## config.mk

```make
export PLATFORM = sky130hd
export DESIGN_NAME = key_debounce_autorepeat_top
export DESIGN_NICKNAME = d
export VERILOG_FILES = /design/src/sv/kda_pkg.sv /design/src/sv/kda_cfg.sv /design/src/sv/kda_key.sv /design/src/sv/key_debounce_autorepeat_top.sv
export SDC_FILE = /design/constraint.sdc
export NUM_CORES = 1
export LEC_CHECK = 0
export ABC_AREA = 1
export BUFFER_PORTS_ARGS = -buffer_cell sky130_fd_sc_hd__clkbuf_2
export CAP_MARGIN = 5
export CORE_ASPECT_RATIO = 2
export CORE_MARGIN = 2
export CORE_UTILIZATION = 35
export DETAILED_ROUTE_END_ITERATION = 7
export PLACE_DENSITY_LB_ADDON = 0.3
export SLEW_MARGIN = 0
export SYNTH_ARGS = -nofsm -noshare
export SYNTH_HDL_FRONTEND = slang
export SYNTH_HIERARCHICAL = 1
export SYNTH_SLANG_ARGS = --single-unit
```

## constraint.sdc

```tcl
create_clock -name clk_i -period 2.8 [get_ports clk_i]
set_input_delay 0.42 -clock clk_i [delete_from_list [all_inputs] [get_ports clk_i]]
set_output_delay 0.42 -clock clk_i [all_outputs]
set_load 0.005 [all_outputs]
```

## src/sv/kda_pkg.sv

```systemverilog
// Shared types and constants for the key debouncer with auto-repeat.
package kda_pkg;

  localparam int unsigned NUM_KEYS    = 3;
  localparam int unsigned PERIOD_W    = 16;
  localparam int unsigned CFG_IDX_W   = 2;
  localparam int unsigned COUNT_W_DEF = 16;

  typedef logic [PERIOD_W-1:0] period_t;
  typedef period_t [NUM_KEYS-1:0] period_arr_t;

  typedef enum logic [CFG_IDX_W-1:0] {
    REG_PERIOD_LEFT  = 2'd0,
    REG_PERIOD_RIGHT = 2'd1,
    REG_PERIOD_MODE  = 2'd2
  } cfg_reg_e;

  localparam period_t PERIOD_LEFT_RST  = 16'd50;
  localparam period_t PERIOD_RIGHT_RST = 16'd50;
  localparam period_t PERIOD_MODE_RST  = 16'd0;

  typedef enum logic {
    OP_TICK  = 1'b0,
    OP_FORCE = 1'b1
  } op_e;

  localparam logic [2:0] PAT_HELD    = 3'b111;
  localparam logic [2:0] PAT_PRESS   = 3'b011;
  localparam logic [2:0] PAT_RELEASE = 3'b100;

  typedef struct packed {
    logic ev;
    logic level_d;
    logic level_q;
  } key_stat_t;

endpackage

```

## src/sv/kda_cfg.sv

```systemverilog
// Repeat period registers with a plain write port.
module kda_cfg
  import kda_pkg::*;
(
  input  logic                 clk_i,
  input  logic                 rst_ni,
  input  logic                 cfg_we_i,
  input  logic [CFG_IDX_W-1:0] cfg_idx_i,
  input  logic [PERIOD_W-1:0]  cfg_data_i,
  output period_arr_t          period_o
);

  period_arr_t period_q, period_d;

  always_comb begin
    period_d = period_q;
    if (cfg_we_i) begin
      unique case (cfg_idx_i)
        REG_PERIOD_LEFT:  period_d[0] = cfg_data_i;
        REG_PERIOD_RIGHT: period_d[1] = cfg_data_i;
        REG_PERIOD_MODE:  period_d[2] = cfg_data_i;
        default:          period_d = period_q;
      endcase
    end
  end

  always_ff @(posedge clk_i or negedge rst_ni) begin
    if (!rst_ni) begin
      period_q[0] <= PERIOD_LEFT_RST;
      period_q[1] <= PERIOD_RIGHT_RST;
      period_q[2] <= PERIOD_MODE_RST;
    end else begin
      period_q <= period_d;
    end
  end

  assign period_o = period_q;

endmodule

```

## src/sv/kda_key.sv

```systemverilog
// Per-key sample history, debounced level and hold counter.
module kda_key
  import kda_pkg::*;
#(
  parameter int unsigned COUNT_WIDTH = COUNT_W_DEF
) (
  input  logic      clk_i,
  input  logic      rst_ni,
  input  logic      tick_i,
  input  logic      sample_i,
  input  period_t   period_i,
  output key_stat_t stat_o
);

  localparam int unsigned CMP_W = (COUNT_WIDTH > PERIOD_W) ? COUNT_WIDTH : PERIOD_W;

  logic [1:0]             hist_q, hist_d;
  logic                   level_q, level_d;
  logic [COUNT_WIDTH-1:0] cnt_q, cnt_d;
  logic [COUNT_WIDTH-1:0] cnt_inc;
  logic [2:0]             pat;
  logic                   ev;

  assign pat     = {hist_q, sample_i};
  assign cnt_inc = cnt_q + COUNT_WIDTH'(1);

  always_comb begin
    hist_d  = pat[1:0];
    level_d = level_q;
    cnt_d   = cnt_q;
    ev      = 1'b0;
    case (pat)
      PAT_HELD: begin
        if (period_i != '0) begin
          if (CMP_W'(cnt_inc) == CMP_W'(period_i)) begin
            cnt_d = '0;
            ev    = 1'b1;
          end else begin
            cnt_d = cnt_inc;
          end
        end
      end
      PAT_PRESS: begin
        if (!level_q) begin
          level_d = 1'b1;
          cnt_d   = '0;
          ev      = 1'b1;
        end
      end
      PAT_RELEASE: begin
        if (level_q) begin
          level_d = 1'b0;
          ev      = 1'b1;
        end
      end
      default: ev = 1'b0;
    endcase
  end

  always_ff @(posedge clk_i or negedge rst_ni) begin
    if (!rst_ni) begin
      hist_q  <= '0;
      level_q <= 1'b0;
      cnt_q   <= '0;
    end else if (tick_i) begin
      hist_q  <= hist_d;
      level_q <= level_d;
      cnt_q   <= cnt_d;
    end
  end

  assign stat_o.ev      = ev;
  assign stat_o.level_d = level_d;
  assign stat_o.level_q = level_q;

endmodule

```

## src/sv/key_debounce_autorepeat_top.sv

```systemverilog
// Top level of the three-key debouncer with auto-repeat.
//
//   channel  | handshake                   | payload
//   ---------+-----------------------------+-----------------------------------------
//   input    | in_valid_i / in_ready_o     | operation, key_samples, force_mask, quiet
//   result   | out_valid_o / out_ready_i   | event_mask, level_mask
//   config   | cfg_we_i                    | cfg_idx_i, cfg_data_i
//
// One beat per cycle while no result is stalled; its result is registered and shows in the cycle after acceptance.
// Throughput is set by the single result register: a new beat enters while it drains.
// Reset clears history, levels, hold counters and loads the default periods.
// A stalled result holds in_ready_o low until it is taken.
module key_debounce_autorepeat_top
  import kda_pkg::*;
#(
  parameter int unsigned COUNT_WIDTH = COUNT_W_DEF
) (
  input  logic                 clk_i,
  input  logic                 rst_ni,
  input  logic                 in_valid_i,
  output logic                 in_ready_o,
  input  logic                 operation_i,
  input  logic [NUM_KEYS-1:0]  key_samples_i,
  input  logic [NUM_KEYS-1:0]  force_mask_i,
  input  logic                 quiet_i,
  output logic                 out_valid_o,
  input  logic                 out_ready_i,
  output logic [NUM_KEYS-1:0]  event_mask_o,
  output logic [NUM_KEYS-1:0]  level_mask_o,
  input  logic                 cfg_we_i,
  input  logic [CFG_IDX_W-1:0] cfg_idx_i,
  input  logic [PERIOD_W-1:0]  cfg_data_i
);

  period_arr_t               period;
  key_stat_t [NUM_KEYS-1:0]  stat;
  logic                      accept;
  logic                      tick;
  logic [NUM_KEYS-1:0]       ev_tick, lvl_d, lvl_q;
  logic [NUM_KEYS-1:0]       event_d, level_d;
  logic                      out_valid_q, out_valid_d;
  logic [NUM_KEYS-1:0]       event_q, level_q;

  assign in_ready_o = !out_valid_q || out_ready_i;
  assign accept     = in_valid_i && in_ready_o;
  assign tick       = accept && (op_e'(operation_i) == OP_TICK);

  kda_cfg u_cfg (
    .clk_i      (clk_i),
    .rst_ni     (rst_ni),
    .cfg_we_i   (cfg_we_i),
    .cfg_idx_i  (cfg_idx_i),
    .cfg_data_i (cfg_data_i),
    .period_o   (period)
  );

  for (genvar k = 0; k < NUM_KEYS; k++) begin : g_key
    kda_key #(
      .COUNT_WIDTH (COUNT_WIDTH)
    ) u_key (
      .clk_i    (clk_i),
      .rst_ni   (rst_ni),
      .tick_i   (tick),
      .sample_i (key_samples_i[k]),
      .period_i (period[k]),
      .stat_o   (stat[k])
    );
    assign ev_tick[k] = stat[k].ev;
    assign lvl_d[k]   = stat[k].level_d;
    assign lvl_q[k]   = stat[k].level_q;
  end

  always_comb begin
    if (op_e'(operation_i) == OP_FORCE) begin
      event_d = force_mask_i;
      level_d = lvl_q;
    end else begin
      event_d = quiet_i ? '0 : ev_tick;
      level_d = lvl_d;
    end
  end

  assign out_valid_d = accept || (out_valid_q && !out_ready_i);

  always_ff @(posedge clk_i or negedge rst_ni) begin
    if (!rst_ni) begin
      out_valid_q <= 1'b0;
    end else begin
      out_valid_q <= out_valid_d;
    end
  end

  always_ff @(posedge clk_i) begin
    if (accept) begin
      event_q <= event_d;
      level_q <= level_d;
    end
  end

  assign out_valid_o  = out_valid_q;
  assign event_mask_o = event_q;
  assign level_mask_o = level_q;

  a_accept_fills: assert property (@(posedge clk_i) disable iff (!rst_ni)
    accept |=> out_valid_o)
    else $error("accepted beat left no result");

  a_quiet_silent: assert property (@(posedge clk_i) disable iff (!rst_ni)
    (accept && !operation_i && quiet_i) |=> (event_mask_o == '0))
    else $error("quiet tick reported an event");

  a_force_event: assert property (@(posedge clk_i) disable iff (!rst_ni)
    (accept && operation_i) |=> (event_mask_o == $past(force_mask_i)))
    else $error("forced report does not match mask");

  a_force_level: assert property (@(posedge clk_i) disable iff (!rst_ni)
    (accept && operation_i) |=> (level_mask_o == $past(lvl_q) && lvl_q == $past(lvl_q)))
    else $error("force changed a debounced level");

endmodule
```

==> impl_metrics.toml, run 1 <==
[yosys]
synth_cells = 1079
synthTopCellsByArea = "dfrtp_1 (32%), nand2_1 (18%), nand3_1 (7.8%), inv_1 (4.9%), nor2_1 (4.5%)"
postSynthAreaPerCell_um2 = 7.19
synth_flop_cell = "dfrtp_1"
synth_top_family_by_area = "simple AND/OR/NAND/NOR gates"
synth-async-reset-ratio_pct = 94.6
synth_edf_count = 6
yosys.area_share.adder_pct = 0.484
synthDistinctLibCells = 37
synth_nets = 1113
yosysTopAreaCell = "dfrtp_1"
synth_xor_area_share_pct = 3.14
syn_area_um2 = 7760
synth_seq_cells = 112
synthSimpleGateAreaFrac_pct = 47.3
synth_compound_area_share_pct = 3.24
yosysWarnings = 6
yosys.area.top_type_share_pct = 32.3
muxShareOfSynthArea_pct = 0.435
ys_seq_area_share_pct = 36.6

[placement]
place_area_um2 = 8130
dp_hpwl_um = 17300
numPortBuffers = 38
gp_congestion = 0.940

[worst_hold_path]
min-delay-path-class = "in2async"

[die]
die_h_um = 215
initial_core_util_pct = 35.3
die-area_um2 = 23400
ioPinCount = 39
rows = 77
design.core.area_um2 = 22000
die_w_um = 109

[pwr]
clock_power_share_pct = 29.3
p_seq_share_pct = 46.9
power_per_cell_area_nw_per_um2 = 535
p_leak_uw = 0.00423
p_int_uw = 2940
ir_drop_mv = 0.254
p_sw_uw = 1570
combPwrFrac_pct = 23.9
power.share.switching_pct = 34.8

[timing]
rsz0062_at_grt = "false"
slew_viol_final = 0
tightest_slew_ps = 708
finalSetupTns_ps = 0
fin_hold_ws_ps = -4.04
maxSlewHeadroom_pct = 52.8
period_needed_ps = 2470
timing.fmax_ghz = 0.405
finalSetupViolCount = 0
clock_skew_ps = 12.6
finalCritPeriodShare_pct = 88.2
hold_viol = 2

[outcome]
status = "complete, but fails checks"
violations = "hold timing"

[clock_tree]
cts_tree = "built"
cts_made_buffers = 9
htreeDepth = 3
clockRootBuffer = "clkbuf_16"
clk_transition_reported_paths_ps = 80
cts_sinks = 112
clock_latency_ps = 370
holdBufCountCts = 0
clk_path_buf_depth = 2

[critical_path]
slowest_stage = "dfrtp_1"
critPathMaxFanout = 17
critical_path_buf_inv_count = 0
crit_type = "reg2reg"
max_stage_delay_ps = 500
worst_setup_path_end_kind = "flip-flop"
crit_path_cell_trace = "ha_1, nand2_1, nor2_4, nand3_1, nand2_1, nand2_1, nand2_1, nand2_1, nor2_1, nand2_1, nor2_4, nand2_4, o21ai_2, nand2_1, nand2_1"
cp_top_family = "simple AND/OR/NAND/NOR gates"
cp-start-kind = "flip-flop"
cp.arrival_ps = 2700
required_ps = 3030
cp_common_cell = "nand2_1"

[global_routing]
grt_pass1_vias = 6914
grt_pass1_wl_um = 35600
grtUsageTotal_pct = 19.9
grt_max_degree = 76
antenna_found_initial = 0
grt-ovfl-total = 0

[run]
max-cap-violations = 0

[routing]
drc = 0
dr.pass1.iters = 5
wl_um = 22200
viasPerCell = 5.01
wl_per_cell_um = 16.1
antenna_left = 0
drt-initial-drc-count = 522
num_vias = 6929

[cells_and_area]
nets = 1136
final_cell_area_um2 = 8430
diodes = 0
layout_common_cells = "nand2_1 (368), nand3_1 (121), inv_1 (102), dfrtp_1 (100), nor2_1 (92)"
multiInputGateArea_um2 = 4240
mostFrequentLayoutCell = "nand2_1"
regArea_um2 = 2840
fillers = 2347
area_delta_synth_final_pct = 8.60
drive_gt1_share_pct = 17.6
[state kept, by name (all words and copies together) (netlist names)]
signal and count:
g_key.u_key/cnt_q 48, u_cfg/period_o 48, g_key.u_key/hist_q 6, event_mask_o 3
g_key.u_key/level_q 3, level_mask_o 3, out_valid_o 1
[kinds of logic after synthesis]
| family | Yosys count |
|---|---|
| adder cells (fa/ha/maj) | 3 |
| XOR/XNOR | 18 |
| buffers and inverters | 145 |
| AND/OR/NAND/NOR | 753 |
| flip-flops | 112 |
| AO/OA/AOI/OAI | 45 |
| multiplexers | 3 |
[metrics by stage]
step | std cells | util [%] | hold WS [ps] | power [uW] | setup WS, ps
global route | 1383 | 38.4 | 22.6 | 4810 | 24.5
CTS | 1383 | 38.3 | 5.96 | 4570 | 90.3
detailed placement | 1367 | 37.0 | 402 | 3220 | 137
finish | 1383 | 38.4 | -4.04 | 4510 | 330
global placement | 1367 | 37.0 | 396 | 3200 | 150
floorplan | 1079 | - | 124 | 2920 | 607
[worst reg2reg max path, stage by stage, from the launching register on]
cell,delay [ps]
dfrtp_1,500
ha_1,240
nand2_1,140
nor2_4,200
nand3_1,100
nand2_1,80
nand2_1,90
nand2_1,70
nand2_1,50
nor2_1,90
nand2_1,100
nor2_4,110
nand2_4,170
o21ai_2,250
nand2_1,80
nand2_1,60
[area by class of cell]
class,instances,area share [%]
multi-input combinational,822,50.3
sequential,112,33.7
inverter,107,4.83
tap,276,4.10
timing repair buffer,50,3.50
clock buffer,10,2.97
clock inverter,6,0.549
[Yosys cell counts (5+ instances only)]
cell      number
nand2_1      368
buf_6          9
buf_4         14
nand3_1      121
xor2_1         6
nor2_1        92
clkbuf_1       6
nand4_1       53
xnor2_1        6
o21ai_1        5
dfstp_2        6
nand2_4        7
buf_2          9
nor2_2        12
nand2_2       43
edfxtp_1       6
dfrtp_1      100
nor2_4        15
inv_1        102
nand3_2       30
o21ai_0       15
a21oi_1       15
[power groups by stage]
stage               logic [uW]  registers (uW)  clock network, uW
CTS                       1080            2110               1380
finish                    1080            2110               1320
floorplan                  882            2040                  0
global placement          1070            2140                  0
detailed placement        1080            2140                  0
global route              1240            2140               1420
[final timing paths]
check / start / to / slack [ps] / cells after the start
worst max-delay path: g_key[0].u_key/cnt_q[0] / event_mask_o[0] / 330 / 15
worst min-delay path: rst_ni / u_cfg/period_o[10] / -4 / 1
worst max register to register: g_key[0].u_key/cnt_q[0] / event_mask_o[0] / 330 / 15
worst min register to register: u_cfg/period_o[4] / u_cfg/period_o[4] / 490 / 2
max in group asynchronous: rst_ni / u_cfg/period_o[17] / 2010 / 2
min in group clk_i: in_valid_i / out_valid_o / 270 / 3
[timing repair]
action,4_1_cts,5_1_grt
resized for setup,0,2
endpoints found under the hold margin,0,0
setup endpoints to repair,0,1
setup buffers,0,0
[routing by layer]
layer  up-vias  track usage, %  part of all wire (%)
li1       3504               -                     -
met1      3187            19.4                    35
met2       161            37.3                    55
met3        77            2.83                   2.7
met4         0            13.4                   7.2
met5         -               0                     0
Power figures use the tool's default switching activity.
==> run 2, diff against run 1 <==
CORE_UTILIZATION = 50   (was 35)
==> run 2 against run 1 <==
Effect of this change:
- the run now ends clean
- die area decreased by 29%
- sequential share of layout area increased by 0.44 points
- utilization increased by 16 points
- critical path depth unchanged
- sequential power about the same
- cell area decreased by 1.2%
==> impl_metrics.toml, run 2 (synthesis gave the netlist of run 1 again) <==
[outcome]
status = "finished clean"

[pwr]
ir_drop_mv = 0.295
clock_power_share_pct = 27.6
p_seq_share_pct = 47.7
p_int_uw = 2900
combPwrFrac_pct = 24.6
power.share.switching_pct = 34.4
power_per_cell_area_nw_per_um2 = 532
p_sw_uw = 1520
p_leak_uw = 0.00423

[clock_tree]
cts_tree = "built"
clock_latency_ps = 360
clockRootBuffer = "clkbuf_16"
htreeDepth = 3
clk_transition_reported_paths_ps = 80
cts_made_buffers = 9
clk_path_buf_depth = 2
cts_sinks = 112

[critical_path]
worst_setup_path_end_kind = "flip-flop"
cp.arrival_ps = 2740
crit_type = "reg2reg"
required_ps = 3030
critPathMaxFanout = 17
cp-start-kind = "flip-flop"

[timing]
finalSetupViolCount = 0
finalSetupTns_ps = 0
period_needed_ps = 2510
slew_viol_final = 0
hold_viol = 0
finalCritPeriodShare_pct = 89.7
tightest_slew_ps = 809
maxSlewHeadroom_pct = 45.6
clock_skew_ps = 10.9
timing.fmax_ghz = 0.398
rsz0062_at_grt = "false"

[routing]
drc = 0
wl_per_cell_um = 16.4
dr.pass1.iters = 8
antenna_left = 0
drt-initial-drc-count = 474
wl_um = 21500
num_vias = 7190
viasPerCell = 5.50

[cells_and_area]
layout_common_cells = "nand2_1 (368), nand3_1 (121), inv_1 (102), dfrtp_1 (99), nor2_1 (92)"
diodes = 0
area_delta_synth_final_pct = 7.26
utilization_pct = 54.7
mostFrequentLayoutCell = "nand2_1"
drive_gt1_share_pct = 17.6
fillers = 1542
nets = 1138

[global_routing]
grt_pass1_vias = 7197
antenna_found_initial = 0
grt-ovfl-total = 0
grt_pass1_wl_um = 34800
grtUsageTotal_pct = 26.8
grt_max_degree = 66

[placement]
gp_congestion = 0.986
numPortBuffers = 38
dp_hpwl_um = 16700

[worst_hold_path]
min-delay-path-class = "in2reg"

[die]
rows = 64
die_w_um = 92.1
design.core.area_um2 = 15200
die-area_um2 = 16600
initial_core_util_pct = 51.0
ioPinCount = 39
die_h_um = 180

[run]
max-cap-violations = 0
-- run 2: cell count changes in the layout (fill, tap and decap cells not counted), sizes merged --
cell,change
clkbuf,+1
inv,-3
dlygate4sd3,+1
buf,+1
clkinvlp,-1
clkinv,+3
-- run 2: area by class of cell --
class | instances | area, um2 | area share, %
multi-input combinational | 822 | 4240 | 50.9
clock inverter | 5 | 32.5 | 0.391
clock buffer | 11 | 243 | 2.92
inverter | 107 | 407 | 4.89
tap | 198 | 248 | 2.98
sequential | 112 | 2840 | 34.1
timing repair buffer | 52 | 313 | 3.76
-- run 2: metal layers --
| layer | track usage (%) | share of wire, % | vias to the layer above |
|---|---|---|---|
| li1 | - | - | 3523 |
| met1 | 25.4 | 32 | 3349 |
| met2 | 51.4 | 56 | 222 |
| met3 | 2.30 | 3.3 | 96 |
| met4 | 20.0 | 8.2 | 0 |
| met5 | 0 | 0 | - |
-- run 2: stage by stage --
| step | area [um2] | total power (uW) | hold slack (ps) | std cells | setup slack (ps) |
|---|---|---|---|---|---|
| after floorplan | 7760 | 2920 | 124 | 1079 | 607 |
| after CTS | 8320 | 4460 | 268 | 1307 | 160 |
| final | 8320 | 4420 | 275 | 1307 | 288 |
| after detailed placement | 8040 | 3220 | 332 | 1290 | 188 |
| after global placement | 8040 | 3200 | 329 | 1290 | 175 |
| after global routing | 8320 | 4700 | 286 | 1307 | 59.0 |
-- run 2: worst max-delay path: stages (launching register included) --
cell and delay (ps):
dfrtp_2 450, ha_1 260, nand2_1 160, nor2_4 210
nand3_1 90, nand2_1 90, nand2_1 80, nand2_1 60
nand2_1 50, nor2_1 100, nand2_1 100, nor2_4 120
nand2_4 180, o21ai_1 290, nand2_1 90, nand2_1 60
-- run 2: worst paths after layout --
| check | end | startpoint | cells past startpoint | slack, ps |
|---|---|---|---|---|
| worst min-delay path | out_valid_o | in_valid_i | 3 | 270 |
| worst max-delay path | event_mask_o[0] | g_key[0].u_key/cnt_q[0] | 15 | 290 |
| max in group asynchronous | u_cfg/period_o[17] | rst_ni | 3 | 1630 |
| worst max register to register | event_mask_o[0] | g_key[0].u_key/cnt_q[0] | 15 | 290 |
| min in group asynchronous | g_key[0].u_key/cnt_q[12] | rst_ni | 2 | 490 |
| worst min register to register | u_cfg/period_o[17] | u_cfg/period_o[17] | 2 | 490 |
-- run 2: repair_timing --
| item | in CTS | in global routing |
|---|---|---|
| resized for setup | 0 | 2 |
| hold endpoints to repair | 18 | 0 |
| hold buffers | 1 | 0 |
| setup buffers | 0 | 0 |
| endpoints found under the setup margin | 0 | 1 |
-- run 2: power groups by stage --
| stage | combinational (uW) | clock (uW) | sequential [uW] |
|---|---|---|---|
| finish | 1090 | 1220 | 2110 |
| global route | 1250 | 1320 | 2140 |
| CTS | 1090 | 1260 | 2110 |
| detailed placement | 1090 | 0 | 2140 |
| global placement | 1070 | 0 | 2130 |
| floorplan | 882 | 0 | 2040 |
==> run 3, diff against run 2 <==
ABC_AREA = default   (was 1)
CORE_UTILIZATION = 54   (was 50)
CTS_CLUSTER_SIZE = 24   (was default)
==> run 3 against run 2 <==
Effect of this change:
- first-iteration DRC count shrank 17%
- count of clock-buffer cells in the layout shrank 1
- largest power group unchanged
- register-to-register slack lost 230 ps
- via count shrank 22%
- die area shrank 16%
- clock skew grew 1.9 ps
- combinational power grew 21%
==> impl_metrics.toml, run 3 <==
[outcome]
status = "finished clean"

[yosys]
ys_seq_area_share_pct = 40.6
synthSimpleGateAreaFrac_pct = 19.9
synth_seq_cells = 112
synth_edf_count = 6
yosys.area.top_type_share_pct = 35.8
yosysWarnings = 6
yosysTopAreaCell = "dfrtp_1"
synth_xor_area_share_pct = 8.85
synth-async-reset-ratio_pct = 94.6
synthTopCellsByCount = "dfrtp_1 (100), mux2_2 (57), nand2_1 (43), xnor2_1 (42), nand3_1 (39)"
yosys.area_share.adder_pct = 0.536
synth_nets = 694
synth.most_common_cell = "dfrtp_1"
synthTopCellsByArea = "dfrtp_1 (36%), mux2_2 (9.2%), xnor2_1 (5.3%), nand3_1 (2.8%), nand4_1 (2.7%)"
synth_cells = 660
synth_flop_cell = "dfrtp_1"
postSynthAreaPerCell_um2 = 10.6
syn_area_um2 = 7000
synthDistinctLibCells = 61
synth_top_family_by_area = "simple AND/OR/NAND/NOR gates"
synth_compound_area_share_pct = 13.9
muxShareOfSynthArea_pct = 11.1

[clock_tree]
htreeDepth = 3
clk_transition_reported_paths_ps = 80
cts_made_buffers = 9
cts_sinks = 112
clk_path_buf_depth = 2
clockRootBuffer = "clkbuf_16"
cts_tree = "built"
clock_latency_ps = 350

[die]
rows = 58
initial_core_util_pct = 55.4
die_w_um = 84.5
die_h_um = 165
design.core.area_um2 = 12600
ioPinCount = 39
die-area_um2 = 13900

[global_routing]
grt-ovfl-total = 0
grt_max_degree = 55
grt_pass1_vias = 5730
grtUsageTotal_pct = 28.3
antenna_found_initial = 0
grt_pass1_wl_um = 30600

[routing]
viasPerCell = 6.42
wl_met2_um = 11100
drc = 0
m1WireLength_um = 6810
antenna_left = 0
num_vias = 5594
dr.pass1.iters = 5
top_layer = "met4"
drt-initial-drc-count = 395
wl_per_cell_um = 22.5
dr_wl_met3_um = 573
wl_um = 19600

[cells_and_area]
diodes = 0
fillers = 1036
multiInputGateArea_um2 = 3970
layout_common_cells = "dfrtp_1 (90), mux2_2 (57), buf_4 (51), nand2_1 (42), xnor2_1 (41)"
regArea_um2 = 2850
drive_gt1_share_pct = 34.3
mostFrequentLayoutCell = "dfrtp_1"
finalNonFillerCells = 871
area_delta_synth_final_pct = 14.6
nets = 750

[worst_hold_path]
min-delay-path-class = "in2reg"

[critical_path]
cp.arrival_ps = 2940
critical_path_buf_inv_count = 3
cp_top_family = "simple AND/OR/NAND/NOR gates"
cp_common_cell = "buf_6"
max_stage_delay_ps = 400
crit_type = "reg2reg"
slowest_stage = "or3_4"
worst_setup_path_end_kind = "flip-flop"
critPathMaxFanout = 7
cp-start-kind = "flip-flop"
required_ps = 3000
crit_path_cell_trace = "buf_6, nand4_4, buf_4, or2_4, or3_4, a211oi_4, o2111ai_4, buf_6, nand4_1, o311ai_1"

[timing]
timing.fmax_ghz = 0.365
fin_ws_ps = 60.2
maxSlewHeadroom_pct = 23.9
period_needed_ps = 2740
slew_viol_final = 0
tightest_slew_ps = 1140
finalSetupViolCount = 0
finalCritPeriodShare_pct = 97.9
hold_viol = 0
finalSetupTns_ps = 0
clock_skew_ps = 12.8

[pwr]
p_int_uw = 3310
p_seq_share_pct = 46.2
ir_drop_mv = 0.429
p_leak_uw = 0.00308
power.share.switching_pct = 33.6
combPwrFrac_pct = 26.6
power_per_cell_area_nw_per_um2 = 621
clock_power_share_pct = 27.2
p_sw_uw = 1670

[placement]
place_worst_setup_slack_ps = 3.66
numPortBuffers = 38
dp_hpwl_um = 14300
dp.cells = 845
gp_congestion = 0.946

[run]
max-cap-violations = 0
==> run 3: cell count changes in the layout (fill, tap and decap cells not counted), sizes merged, moves of 15 or more <==
| cell | change |
|---|---|
| or3 | +18 |
| inv | -87 |
| nor2 | -107 |
| nor4 | +15 |
| mux2 | +57 |
| o311ai | +18 |
| xnor2 | +36 |
| nand4 | -20 |
| buf | +41 |
| nand3 | -111 |
| xor2 | +15 |
| nand2 | -375 |
| a31oi | +21 |
==> run 3: layout make-up <==
| cell class | count | share of cell area, % |
|---|---|---|
| multi-input cells | 482 | 49.5 |
| inverters | 18 | 0.843 |
| clock buffers | 10 | 2.86 |
| clock inverters | 6 | 0.968 |
| repair buffers | 93 | 7.88 |
| well taps | 150 | 2.34 |
| flip-flops and latches | 112 | 35.6 |
==> run 3: cell families after synthesis <==
logic type,count (synthesis)
simple gates,229
compound gates,114
flops,112
mux,69
buf+inv,67
xor+xnor,66
fa+ha+maj,3
==> run 3: worst reg2reg max path, delay by kind of cell, from the launching register on <==
kind,cells,cell delay [ps]
compound gates,3,740
flops,1,390
simple gates,4,920
buf+inv,3,550
==> run 3: path summary, 6_finish.rpt <==
path,from,endpoint,slack (ps),depth (start not counted)
worst max-delay path,g_key[2].u_key/cnt_q[0],g_key[2].u_key/cnt_q[13],60,10
worst min register to register,g_key[0].u_key/cnt_q[2],g_key[0].u_key/cnt_q[2],550,1
worst min-delay path,in_valid_i,out_valid_o,280,2
max in group asynchronous,rst_ni,g_key[2].u_key/cnt_q[6],1520,3
worst max register to register,g_key[2].u_key/cnt_q[0],g_key[2].u_key/cnt_q[13],60,10
min in group asynchronous,rst_ni,g_key[1].u_key/cnt_q[9],510,2
==> run 3: stage by stage <==
| step | power, uW | hold WS, ps | utilization, % | instance area (um2) |
|---|---|---|---|---|
| after global placement | 3480 | 342 | 59.0 | 7440 |
| after CTS | 4880 | 273 | 61.5 | 7770 |
| after global routing | 5210 | 281 | 63.5 | 8020 |
| final | 4980 | 277 | 63.5 | 8020 |
| after floorplan | 3170 | 124 | - | 7000 |
| after detailed placement | 3520 | 347 | 59.0 | 7440 |
==> run 3: routing by layer <==
layer,up-vias,track usage [%]
li1,2586,-
met1,2779,29.9
met2,170,53.1
met3,59,2.95
met4,0,16.7
met5,-,0
==> run 3: repair_timing <==
action / CTS / global route
cloned: 0 / 1
pin swaps: 0 / 9
buffers inserted: 1 / 7
hold buffers: 1 / 0
endpoints found under the setup margin: 5 / 46
resized for setup: 0 / 38
endpoints found under the hold margin: 20 / 0
==> run 3: power by group through the flow <==
| stage | logic (uW) | registers (uW) | clock network, uW |
|---|---|---|---|
| detailed placement | 1230 | 2290 | 0 |
| floorplan | 985 | 2180 | 0 |
| global route | 1440 | 2340 | 1430 |
| global placement | 1200 | 2280 | 0 |
| CTS | 1240 | 2260 | 1370 |
| finish | 1320 | 2300 | 1350 |
